File: config.mk
export PLATFORM = sky130hd
export DESIGN_NAME = look_elevator_scheduler_core
export DESIGN_NICKNAME = d
export VERILOG_FILES = /design/src/rtl/les_pkg.sv /design/src/rtl/les_ram.sv /design/src/rtl/les_pick.sv /design/src/rtl/look_elevator_scheduler_core.sv
export SDC_FILE = /design/constraint.sdc
export NUM_CORES = 2
export LEC_CHECK = 0
export BUFFER_PORTS_ARGS = -buffer_cell sky130_fd_sc_hd__buf_2
export CAP_MARGIN = 5
export CORE_AREA = 2 2 373 264
export DETAILED_ROUTE_END_ITERATION = 8
export DIE_AREA = 0 0 375 266
export PLACE_DENSITY = 0.77
export SYNTH_ARGS = -nofsm -noshare
export SYNTH_HDL_FRONTEND = slang
export SYNTH_SLANG_ARGS = --single-unit
File: constraint.sdc
create_clock -name clk -period 10.4 [get_ports clk]
set_input_delay 1.04 -clock clk [delete_from_list [all_inputs] [get_ports clk]]
set_output_delay 1.04 -clock clk [all_outputs]
set_load 0.03 [all_outputs]
File: src/rtl/les_pkg.sv
// Shared types and constants for the LOOK elevator scheduler.
// No dependencies; used by les_pick.sv and look_elevator_scheduler_core.sv.
`default_nettype none

package les_pkg;

  localparam int FLOOR_W    = 10;
  localparam int OP_W       = 2;
  localparam int FLOORS_DEF = 1024;
  localparam int WORD_BITS  = 64;
  localparam int BIT_W      = $clog2(WORD_BITS);

  typedef logic [WORD_BITS-1:0] word_t;

  typedef enum logic [OP_W-1:0] {
    OP_ADD    = 2'd0,
    OP_CANCEL = 2'd1,
    OP_ACTION = 2'd2,
    OP_LOCATE = 2'd3
  } op_t;

endpackage

`default_nettype wire

File: src/rtl/les_ram.sv
// Generic simple dual-port RAM: one write port, one read port, registered read.
// No package dependencies.
`default_nettype none

module les_ram #(
  parameter int WIDTH = 64,
  parameter int DEPTH = 16
) (
  input  wire logic                                  clk,
  input  wire logic                                  wr_en,
  input  wire logic [(DEPTH > 1 ? $clog2(DEPTH) : 1)-1:0] wr_addr,
  input  wire logic [WIDTH-1:0]                      wr_data,
  input  wire logic [(DEPTH > 1 ? $clog2(DEPTH) : 1)-1:0] rd_addr,
  output logic      [WIDTH-1:0]                      rd_data
);

  logic [WIDTH-1:0] mem [DEPTH];

  always_ff @(posedge clk) begin
    if (wr_en) begin
      mem[wr_addr] <= wr_data;
    end
    rd_data <= mem[rd_addr];
  end

endmodule

`default_nettype wire

File: src/rtl/les_pick.sv
// Shared search unit: nearest set bit of one masked 64-bit bitmap word,
// lowest for upward travel, highest for downward. Depends on les_pkg.
`default_nettype none

module les_pick (
  input  wire logic                       down,
  input  wire les_pkg::word_t             word,
  input  wire les_pkg::word_t             mask,
  output logic                            hit,
  output logic [les_pkg::BIT_W-1:0]       idx
);

  les_pkg::word_t              m;
  les_pkg::word_t              w;
  les_pkg::word_t              low;
  logic [les_pkg::BIT_W-1:0]   idx_l;

  always_comb begin
    m = word & mask;
    // reverse for downward travel so the highest bit becomes the lowest
    for (int i = 0; i < les_pkg::WORD_BITS; i++) begin
      w[i] = down ? m[les_pkg::WORD_BITS-1-i] : m[i];
    end
    low = w & (~w + 1'b1);
    for (int b = 0; b < les_pkg::BIT_W; b++) begin
      idx_l[b] = 1'b0;
      for (int i = 0; i < les_pkg::WORD_BITS; i++) begin
        if (((i >> b) & 1) == 1) begin
          idx_l[b] = idx_l[b] | low[i];
        end
      end
    end
    hit = |w;
    idx = down ? ~idx_l : idx_l;
  end

endmodule

`default_nettype wire

File: src/rtl/look_elevator_scheduler_core.sv
// LOOK elevator scheduler: pending-floor bitmap in RAM, 64 floors per word.
// After reset a clearing pass writes every word with input stalled.
// Add/cancel: read-modify-write of one word (S_RMW_RD, then S_RMW_WR).
// Locate: S_LOC loads the result register once no stalled result is pending.
// Action: one RAM word per cycle; with no hit the direction flips and the scan repeats.
// Reset is synchronous; it clears floor, direction, fill count and control.
`default_nettype none

module look_elevator_scheduler_core #(
  parameter int FLOORS = les_pkg::FLOORS_DEF
) (
  input  wire logic                         clk,
  input  wire logic                         rst,
  input  wire logic                         in_valid,
  output logic                              in_stall,
  input  wire logic [les_pkg::OP_W-1:0]     op,
  input  wire logic [les_pkg::FLOOR_W-1:0]  floor,
  output logic                              out_valid,
  input  wire logic                         out_stall,
  output logic [les_pkg::FLOOR_W-1:0]       reported_floor
);

  localparam int FW    = les_pkg::FLOOR_W;
  localparam int BW    = les_pkg::BIT_W;
  localparam int WORDS = (FLOORS + les_pkg::WORD_BITS - 1) / les_pkg::WORD_BITS;
  localparam int WAW   = WORDS > 1 ? $clog2(WORDS) : 1;
  localparam int CW    = $clog2(FLOORS + 1);

  typedef enum logic [2:0] {
    S_CLEAR,
    S_IDLE,
    S_RMW_RD,
    S_RMW_WR,
    S_SCAN,
    S_LOC
  } state_t;

  state_t               state;
  les_pkg::op_t         op_q;
  logic [FW-1:0]        floor_q;
  logic [FW-1:0]        cur;
  logic                 down;
  logic [CW-1:0]        count;
  logic [WAW-1:0]       ptr;
  logic [WAW-1:0]       dptr;
  logic                 dvalid;
  logic                 issue_done;
  logic                 second;

  logic [WAW-1:0]       cur_word;
  logic [WAW-1:0]       f_word;
  logic [BW-1:0]        f_bit;
  logic                 f_in_range;
  logic [WAW-1:0]       end_word;
  les_pkg::word_t       scan_mask;
  les_pkg::word_t       f_mask;
  logic                 hit;
  logic [BW-1:0]        idx;
  logic                 hit_take;
  logic                 miss_end;
  logic [FW-1:0]        target;

  logic                 wr_en;
  logic [WAW-1:0]       wr_addr;
  les_pkg::word_t       wr_data;
  logic [WAW-1:0]       rd_addr;
  les_pkg::word_t       rd_data;

  les_ram #(
    .WIDTH (les_pkg::WORD_BITS),
    .DEPTH (WORDS)
  ) u_bitmap (
    .clk     (clk),
    .wr_en   (wr_en),
    .wr_addr (wr_addr),
    .wr_data (wr_data),
    .rd_addr (rd_addr),
    .rd_data (rd_data)
  );

  les_pick u_pick (
    .down (down),
    .word (rd_data),
    .mask (scan_mask),
    .hit  (hit),
    .idx  (idx)
  );

  always_comb begin
    cur_word   = WAW'(cur >> BW);
    f_word     = WAW'(floor_q >> BW);
    f_bit      = floor_q[BW-1:0];
    f_in_range = int'(floor_q) < FLOORS;
    f_mask     = les_pkg::word_t'(1) << f_bit;
    end_word   = down ? '0 : WAW'(WORDS - 1);
    // in the car's own word only floors strictly beyond it count
    if (dptr == cur_word) begin
      scan_mask = down ? ~({les_pkg::WORD_BITS{1'b1}} << cur[BW-1:0])
                       : ({les_pkg::WORD_BITS{1'b1}} << cur[BW-1:0]) << 1;
    end else begin
      scan_mask = {les_pkg::WORD_BITS{1'b1}};
    end
    hit_take = (state == S_SCAN) && dvalid && hit;
    miss_end = (state == S_SCAN) && dvalid && !hit && (dptr == end_word);
    target   = FW'({dptr, idx});

    rd_addr = (state == S_SCAN) ? ptr : f_word;
    wr_en   = 1'b0;
    wr_addr = f_word;
    wr_data = '0;
    case (state)
      S_CLEAR: begin
        wr_en   = 1'b1;
        wr_addr = ptr;
        wr_data = '0;
      end
      S_RMW_WR: begin
        wr_en   = f_in_range;
        wr_data = (op_q == les_pkg::OP_ADD) ? (rd_data | f_mask) : (rd_data & ~f_mask);
      end
      S_SCAN: begin
        wr_en   = hit_take;
        wr_addr = dptr;
        wr_data = rd_data & ~(les_pkg::word_t'(1) << idx);
      end
      default: begin
        wr_en = 1'b0;
      end
    endcase

    in_stall = (state != S_IDLE);
  end

  always_ff @(posedge clk) begin
    if (rst) begin
      state      <= S_CLEAR;
      ptr        <= '0;
      cur        <= '0;
      down       <= 1'b0;
      count      <= '0;
      dvalid     <= 1'b0;
      issue_done <= 1'b0;
      second     <= 1'b0;
      out_valid  <= 1'b0;
    end else begin
      if (out_valid && !out_stall) begin
        out_valid <= 1'b0;
      end
      case (state)
        S_CLEAR: begin
          ptr <= ptr + 1'b1;
          if (ptr == WAW'(WORDS - 1)) begin
            state <= S_IDLE;
          end
        end
        S_IDLE: begin
          if (in_valid) begin
            op_q    <= les_pkg::op_t'(op);
            floor_q <= floor;
            case (les_pkg::op_t'(op))
              les_pkg::OP_ADD, les_pkg::OP_CANCEL: begin
                state <= S_RMW_RD;
              end
              les_pkg::OP_ACTION: begin
                if (count != '0) begin
                  ptr        <= cur_word;
                  dvalid     <= 1'b0;
                  issue_done <= 1'b0;
                  second     <= 1'b0;
                  state      <= S_SCAN;
                end
              end
              les_pkg::OP_LOCATE: begin
                state <= S_LOC;
              end
              default: begin
                state <= S_IDLE;
              end
            endcase
          end
        end
        S_RMW_RD: begin
          state <= S_RMW_WR;
        end
        S_RMW_WR: begin
          // keep the fill count exact: repeated adds and stray cancels do nothing
          if (f_in_range) begin
            if (op_q == les_pkg::OP_ADD && !rd_data[f_bit]) begin
              count <= count + 1'b1;
            end else if (op_q == les_pkg::OP_CANCEL && rd_data[f_bit]) begin
              count <= count - 1'b1;
            end
          end
          state <= S_IDLE;
        end
        S_SCAN: begin
          dvalid <= !issue_done;
          dptr   <= ptr;
          if (!issue_done) begin
            if (ptr == end_word) begin
              issue_done <= 1'b1;
            end else begin
              ptr <= down ? ptr - 1'b1 : ptr + 1'b1;
            end
          end
          if (hit_take) begin
            cur    <= target;
            count  <= count - 1'b1;
            dvalid <= 1'b0;
            state  <= S_IDLE;
          end else if (miss_end) begin
            dvalid <= 1'b0;
            if (!second) begin
              // flip and restart from the car's word the other way
              down       <= !down;
              second     <= 1'b1;
              ptr        <= cur_word;
              issue_done <= 1'b0;
            end else begin
              state <= S_IDLE;
            end
          end
        end
        S_LOC: begin
          if (!out_valid || !out_stall) begin
            out_valid      <= 1'b1;
            reported_floor <= cur;
            state          <= S_IDLE;
          end
        end
        default: begin
          state <= S_IDLE;
        end
      endcase
    end
  end

  a_move_strict: assert property (@(posedge clk) disable iff (rst)
    hit_take |=> cur != $past(cur))
    else $error("action served the current floor");

  a_empty_idle: assert property (@(posedge clk) disable iff (rst)
    (state == S_IDLE && in_valid && op == les_pkg::OP_ACTION && count == '0)
      |=> state == S_IDLE && $stable(cur) && $stable(down))
    else $error("action on an empty set changed state");

  a_result_src: assert property (@(posedge clk) disable iff (rst)
    $rose(out_valid) |-> $past(state) == S_LOC)
    else $error("result produced outside a locate");

endmodule

`default_nettype wire
* After elaboration in Yosys (flattened, before gate mapping)
Memories as Yosys holds them, arrays and structs flattened. A register that Yosys moved wholly into a read port is not among the register bits. Index checks and enable logic that the tools add are counted.
Cells by class: bitwise operators 199, eq/ne operators 26, add/subtract/negate cells 5, magnitude comparators 1, mux-type cells 118, reduce and logical (&&, ||, !) cells 34, shift-type cells 3
Operators with widths (count):
- $and 64x64->64 | 4
- $not 64->64 | 4
- $mux 64 | 3
- $or 1x1->1 | 186
- $pmux 64 s2 | 1
- $shl 1x6->64 const A | 2
- $mux 1 | 82
- $add 64x1->64 const B | 1
- $or 64x64->64 | 1
- $reduce_or 64->1 | 1
- $shl 64x6->64 const A | 1
- $mux 4 | 11
- $mux 11 | 3
- $pmux 11 s2 | 1
- $mux 3 | 7
- $ne 2x2->1 const B | 8
- $pmux 3 s5 | 1
- $eq 4x4->1 | 3
- $ne 3x3->1 const B | 4
- $pmux 4 s3 | 1
- $reduce_and 4->1 | 3
- $reduce_and 6->1 | 2
- $add 11x1->11 const B | 1
- $reduce_bool 11->1 | 1
- other kinds (28) | 54
Storage, ports and cells: output and inout port bits 12, word-level logic and storage cells 400, memories 1, flip-flop bits (word level) 59, memory bits (writable) 1024
Memories:
- u_bitmap.mem | words 16, bits a word 64, read ports 1, clocked after memory_dff 1, wr ports 1, RTL line les_ram.sv:17 | logic [WIDTH-1:0] mem [DEPTH];

* Logic depth before layout (Yosys ltp)
word-level depth 46, gate-level depth with buffers 21

* Hierarchy
Synthesis repeated with hierarchy kept, for this count alone.
Unflattened totals: cell total of the unflattened synthesis 3066, area, all modules 49266.0 µm²
Modules (own cells, without submodules):
- les_ram | cells an instance 1647, instances 1, area an instance 39583.0 µm²
- look_elevator_scheduler_core | cells an instance 987, instances 1, area an instance 7018.0 µm²
- les_pick | cells an instance 432, instances 1, area an instance 2665.1 µm²

* Least setup slack after synthesis
Ideal clock, no wire load.
kind register -> register, start point reg down, end point mem u_bitmap.mem[9][0] (enable), setup time 0.486 ns, slack 4.182 ns, path buffers 5, arrival time 5.731 ns, period minus slack after synthesis 6.218 ns, cell stages (with the launch flop) 18, cell sequence dfxtp_1 > buf_2 > buf_2 > buf_2 > buf_2 > buf_1 > nand2_1 > o22ai_1 > nor4_1 > and3_1 > nand4_1 > or4_4 > nor4b_2 > nor2_1 > nor2_1 > nor2_1 > nand2_1 > nor2_1
On the way: cells in the longest elaborated chain, start to end 9, elaborated cells between the ends (all ways) 72, classes of those cells 69 x mux; 1 x bitwise; 2 x reduce/logical
RTL lines:
- from (decl) | RTL line look_elevator_scheduler_core.sv:42 | logic down;
- from (signal assigned) | RTL line look_elevator_scheduler_core.sv:215 | down <= !down;
- $mux 64 | RTL line look_elevator_scheduler_core.sv:98 | scan_mask = down ? ~({les_pkg::WORD_BITS{1'b1}} << cur[BW-1:0])
- $mux 64 | RTL line look_elevator_scheduler_core.sv:97 | if (dptr == cur_word) begin
- $and 64x64->64 | RTL line les_pick.sv:19 | m = word & mask;
- $mux 1 | RTL line les_pick.sv:22 | w[i] = down ? m[les_pkg::WORD_BITS-1-i] : m[i];
- $reduce_or 64->1 * | RTL line les_pick.sv:33 | hit = |w;
- $logic_and 1x1->1 * | RTL line look_elevator_scheduler_core.sv:103 | hit_take = (state == S_SCAN) && dvalid && hit;
- $pmux 1 s2 * | RTL line look_elevator_scheduler_core.sv:111 | case (state)
- $mux 1 * | RTL line les_ram.sv:20 | if (wr_en) begin
- $mux 1 (not written as such) * | RTL line les_ram.sv:21 | mem[wr_addr] <= wr_data;
- to (decl) | RTL line les_ram.sv:17
Mark *: on every way between the ends. The rest lies on a longest branch, timed or not.

* Final worst setup path
start point reg cur[1], end point mem u_bitmap.mem[4][14], data pin
On the way: cells in the longest elaborated chain, start to end 46, elaborated cells between the ends (all ways) 264, classes of those cells 1 x add/sub; 2 x shift; 68 x mux; 193 x bitwise
RTL lines:
- from (decl) | RTL line look_elevator_scheduler_core.sv:41 | logic [FW-1:0] cur;
- from (signal assigned) | RTL line look_elevator_scheduler_core.sv:207 | cur <= target;
- $shl 64x6->64 * | RTL line look_elevator_scheduler_core.sv:99 | : ({les_pkg::WORD_BITS{1'b1}} << cur[BW-1:0]) << 1;
- $not 64->64 | RTL line look_elevator_scheduler_core.sv:98
- $mux 64 * | RTL line look_elevator_scheduler_core.sv:98
- $mux 64 * | RTL line look_elevator_scheduler_core.sv:97
- $and 64x64->64 * | RTL line les_pick.sv:19
- $mux 1 | RTL line les_pick.sv:22
- $not 64->64 | RTL line les_pick.sv:24 | low = w & (~w + 1'b1);
- $add 64x1->64 | RTL line les_pick.sv:24
- $and 64x64->64 * | RTL line les_pick.sv:24
- $or 1x1->1 (31 in a row) | RTL line les_pick.sv:29 | idx_l[b] = idx_l[b] | low[i];
- $not 6->6 | RTL line les_pick.sv:34 | idx = down ? ~idx_l : idx_l;
- $mux 6 * | RTL line les_pick.sv:34
- $shl 1x6->64 * | RTL line look_elevator_scheduler_core.sv:124 | wr_data = rd_data & ~(les_pkg::word_t'(1) << idx);
- $not 64->64 * | RTL line look_elevator_scheduler_core.sv:124
- $and 64x64->64 * | RTL line look_elevator_scheduler_core.sv:124
- $pmux 64 s2 * | RTL line look_elevator_scheduler_core.sv:111
- named net u_bitmap.wr_data[14] | RTL line les_ram.sv:12 | input wire logic [WIDTH-1:0] wr_data,
The timed path passes the listed nets; every way through them passes the cells marked *.

==> impl_metrics.json <==
{
  "coreArea_um2": 96700,
  "synthArstFlopShare_pct": 0,
  "min_to": "dvalid$_SDFFE_PP0P_",
  "rows": 96,
  "syn2layout_area_growth_pct": 10.0,
  "cp_cell_sequence": "buf_4, and4_1, nor3_1, a211oi_1, nor4b_2, nand4_1, or4_4, or4_1, o21a_1, nand4_1, nor3_1, and2_1, mux2i_1, nand2_1, a31oi_1",
  "ys_top_cells_by_area": "edfxtp_1 62%, mux4_2 12%, dfxtp_1 3.8%, nand2_1 2.0%, a211oi_1 1.4%",
  "dieHeight_um": 266,
  "hold_start": "dvalid$_SDFFE_PP0P_",
  "fmax_ghz": 0.127,
  "cts_setup_buffers": 0,
  "synth.avg_cell_area_um2": 15.1,
  "grt-ovfl-total": 0,
  "cp_max_fo": 19,
  "slew_headroom_pct": 9.89,
  "synth_most_common_cell": "edfxtp_1",
  "cts.path.max_buffers": 3,
  "synth_cell_types": 94,
  "status": "finished, final reports clean",
  "die_x_um": 375,
  "max-cap-violations": 0,
  "ys.flop_type": "edfxtp_1",
  "cp_slowest_cell": "mux2i_1",
  "cts_sinks": 1147,
  "critPathLaunchType": "flop",
  "synth_area_um2": 50800,
  "rr_worst_depth": 15,
  "critPathBufInv": 1,
  "synth_edf_count": 1050,
  "firstDrtPassIters": 6,
  "cts_resized": 0,
  "clock_skew_ns": 0.0563,
  "cts_buffers": 100,
  "io_pins": 28,
  "fin_crit_ns": 7.87,
  "drc": 0,
  "drtAntennaViolNets": 0,
  "p_per_area_nw_per_um2": 203,
  "yosys-top-cells-count": "1050 x edfxtp_1, 277 x mux4_2, 267 x nand2_1, 180 x nor2_1, 149 x clkbuf_1",
  "wire_per_inst_um": 34.1,
  "crit_path_end_kind": "flop",
  "cp_slowest_stage_delay_ns": 1.03,
  "worstMarginPinSlew_ns": 1.31,
  "clk_latency_ns": 0.75,
  "fin_nets": 3357,
  "fin_util_pct": 57.8,
  "root_buffer": "clkbuf_16",
  "initial_core_util_pct": 52.5,
  "netlist_instances": 3357,
  "routed_wl_mm": 160,
  "regToRegSetupSlack_ns": 2.53,
  "ctsHoldBuffers": 0,
  "grt_first_pass_wirelength_mm": 230,
  "layout-drive-gt1-share_pct": 17.9,
  "vias_per_cell": 7.06,
  "fin_crit_sh_pct": 75.6,
  "rsz0062_at_grt": "no",
  "antenna_found_initial": 7,
  "clkSlewWorstSetupHoldPaths_ns": 0.08,
  "cts_tree": "built",
  "r2r-start": "cur[1]$_SDFFE_PP0P_",
  "synth_top_area_share_pct": 62.1,
  "gp_congestion": 1.07,
  "dr_total_vias": 33100,
  "synth_top_area_cell": "edfxtp_1",
  "synth.yosys.seq_area_share_pct": 65.9,
  "yosysWarnings": 0,
  "worst_hold_path.num_cells": 2,
  "leakagePower_nw": 17.1,
  "fin_setup_tns_ns": 0,
  "crit_arrival_ns": 8.22,
  "peakVddDrop_mv": 0.151,
  "hold_viol": 0,
  "dieArea_um2": 99800,
  "grt_pass1_vias": 31500,
  "crit_type": "reg -> reg",
  "synth_nets": 3380,
  "ys_ff_latch": 1147,
  "h-tree-depth": 3,
  "finalSetupViolCount": 0,
  "drv_slew": 0,
  "port_buffers": 27,
  "drt-initial-drc-count": 5073,
  "worstReg2RegEnd": "u_bitmap.mem[4][14]$_DFFE_PP_",
  "grt_max_degree": 129,
  "crit_required_ns": 10.76,
  "detailed_place_hpwl_mm": 98.5,
  "min-delay-path-class": "reg -> reg",
  "path_delay_family": "simple AND/OR/NAND/NOR gates",
  "grt_use_total_pct": 32.1
}
[where the power goes]
group | switching, W | total [W] | internal, W
clock | 0.00175 | 0.00384 | 0.00210
combinational | 0.00101 | 0.00145 | 0.000445
sequential | 0.000298 | 0.00604 | 0.00574
[kinds of logic (layout without fill, tap and decap cells)]
family | count (synthesis) | after routing | synth area share, %
flops | 1147 | 1147 | 65.9
simple gates | 841 | 841 | 8.15
compound gates | 753 | 753 | 10.0
mux | 330 | 330 | 13.4
buf+inv | 255 | 319 | 1.96
xor+xnor | 24 | 24 | 0.414
fa+ha+maj | 7 | 7 | 0.172
other cells | 0 | 3 | 0
[layout make-up]
cell class / count / area, µm²
clock buffer: 131 / 2650
fill: 7192 / 40800
timing repair buffer: 108 / 818
antenna: 3 / 7.51
sequential: 1147 / 33500
inverter: 22 / 82.6
clock inverter: 58 / 704
tap: 1274 / 1590
multi-input combinational: 1955 / 16500
[metal layers]
layer / track usage, % / part of all wire (%) / up-vias
met5: 0 / 0.016 / -
met1: 48.3 / 41 / 17000
met3: 8.24 / 12 / 348
met4: 9.74 / 3.1 / 4
met2: 46.2 / 43 / 2258
li1: - / - / 13500
[per-stage QoR]
step	area (µm²)	worst slack (ns)	power, W	hold WS [ns]	instances
floorplan	50800	4.18	0.00685	0.403	3357
global placement	52500	2.77	0.00747	0.467	4504
detailed placement	52500	2.91	0.00754	0.485	4504
CTS	55800	2.91	0.0114	0.471	4693
global route	55900	2.24	0.0116	0.487	4697
finish	55900	2.53	0.0113	0.497	4698
[cell usage in the layout (no fill, tap or decap), drive strengths merged, types with 27 or more instances in the layout]
cell type	n
a211oi	98
a21oi	127
a31oi	103
and2	88
and3	27
buf	108
clkbuf	131
clkinv	36
dfxtp	97
edfxtp	1050
inv	27
mux2i	45
mux4	277
nand2	267
nand3	69
nor2	183
nor3	57
o211ai	49
o21ai	142
o31ai	29
[tightest hold or removal path, stage by stage, from the launching register on]
cell and delay (ns):
dfxtp_1 0.32, nand2_1 0.05, o21ai_0 0.07
[sequential cells by signal, indices dropped and copies added, names as in the netlist, 2 cells and up]
signal / flops
cur: 10
ptr: 4
floor_q: 10
u_bitmap.mem: 1024
op_q: 2
reported_floor: 10
state: 3
dptr: 4
count: 11
u_bitmap.rd_data: 64
[worst max-delay path by stage]
| stage | start | to | slack, ns | cells after the start |
|---|---|---|---|---|
| 6_report | cur[1]$_SDFFE_PP0P_ | u_bitmap.mem[4][14]$_DFFE_PP_ | 2.53 | 15 |
| 3_3_place_gp | down$_SDFFE_PP0P_ | u_bitmap.mem[0][18]$_DFFE_PP_ | 2.77 | 16 |
| 3_5_place_dp | down$_SDFFE_PP0P_ | u_bitmap.mem[1][15]$_DFFE_PP_ | 2.91 | 15 |
| 4_1_cts | cur[1]$_SDFFE_PP0P_ | u_bitmap.mem[4][4]$_DFFE_PP_ | 2.91 | 15 |
| 2_1_floorplan | down$_SDFFE_PP0P_ | u_bitmap.mem[9][0]$_DFFE_PP_ | 4.18 | 17 |
| 5_1_grt | dptr[3]$_DFFE_PP_ | u_bitmap.mem[4][4]$_DFFE_PP_ | 2.24 | 16 |
Note: power is estimated with default switching activity, not from simulation.
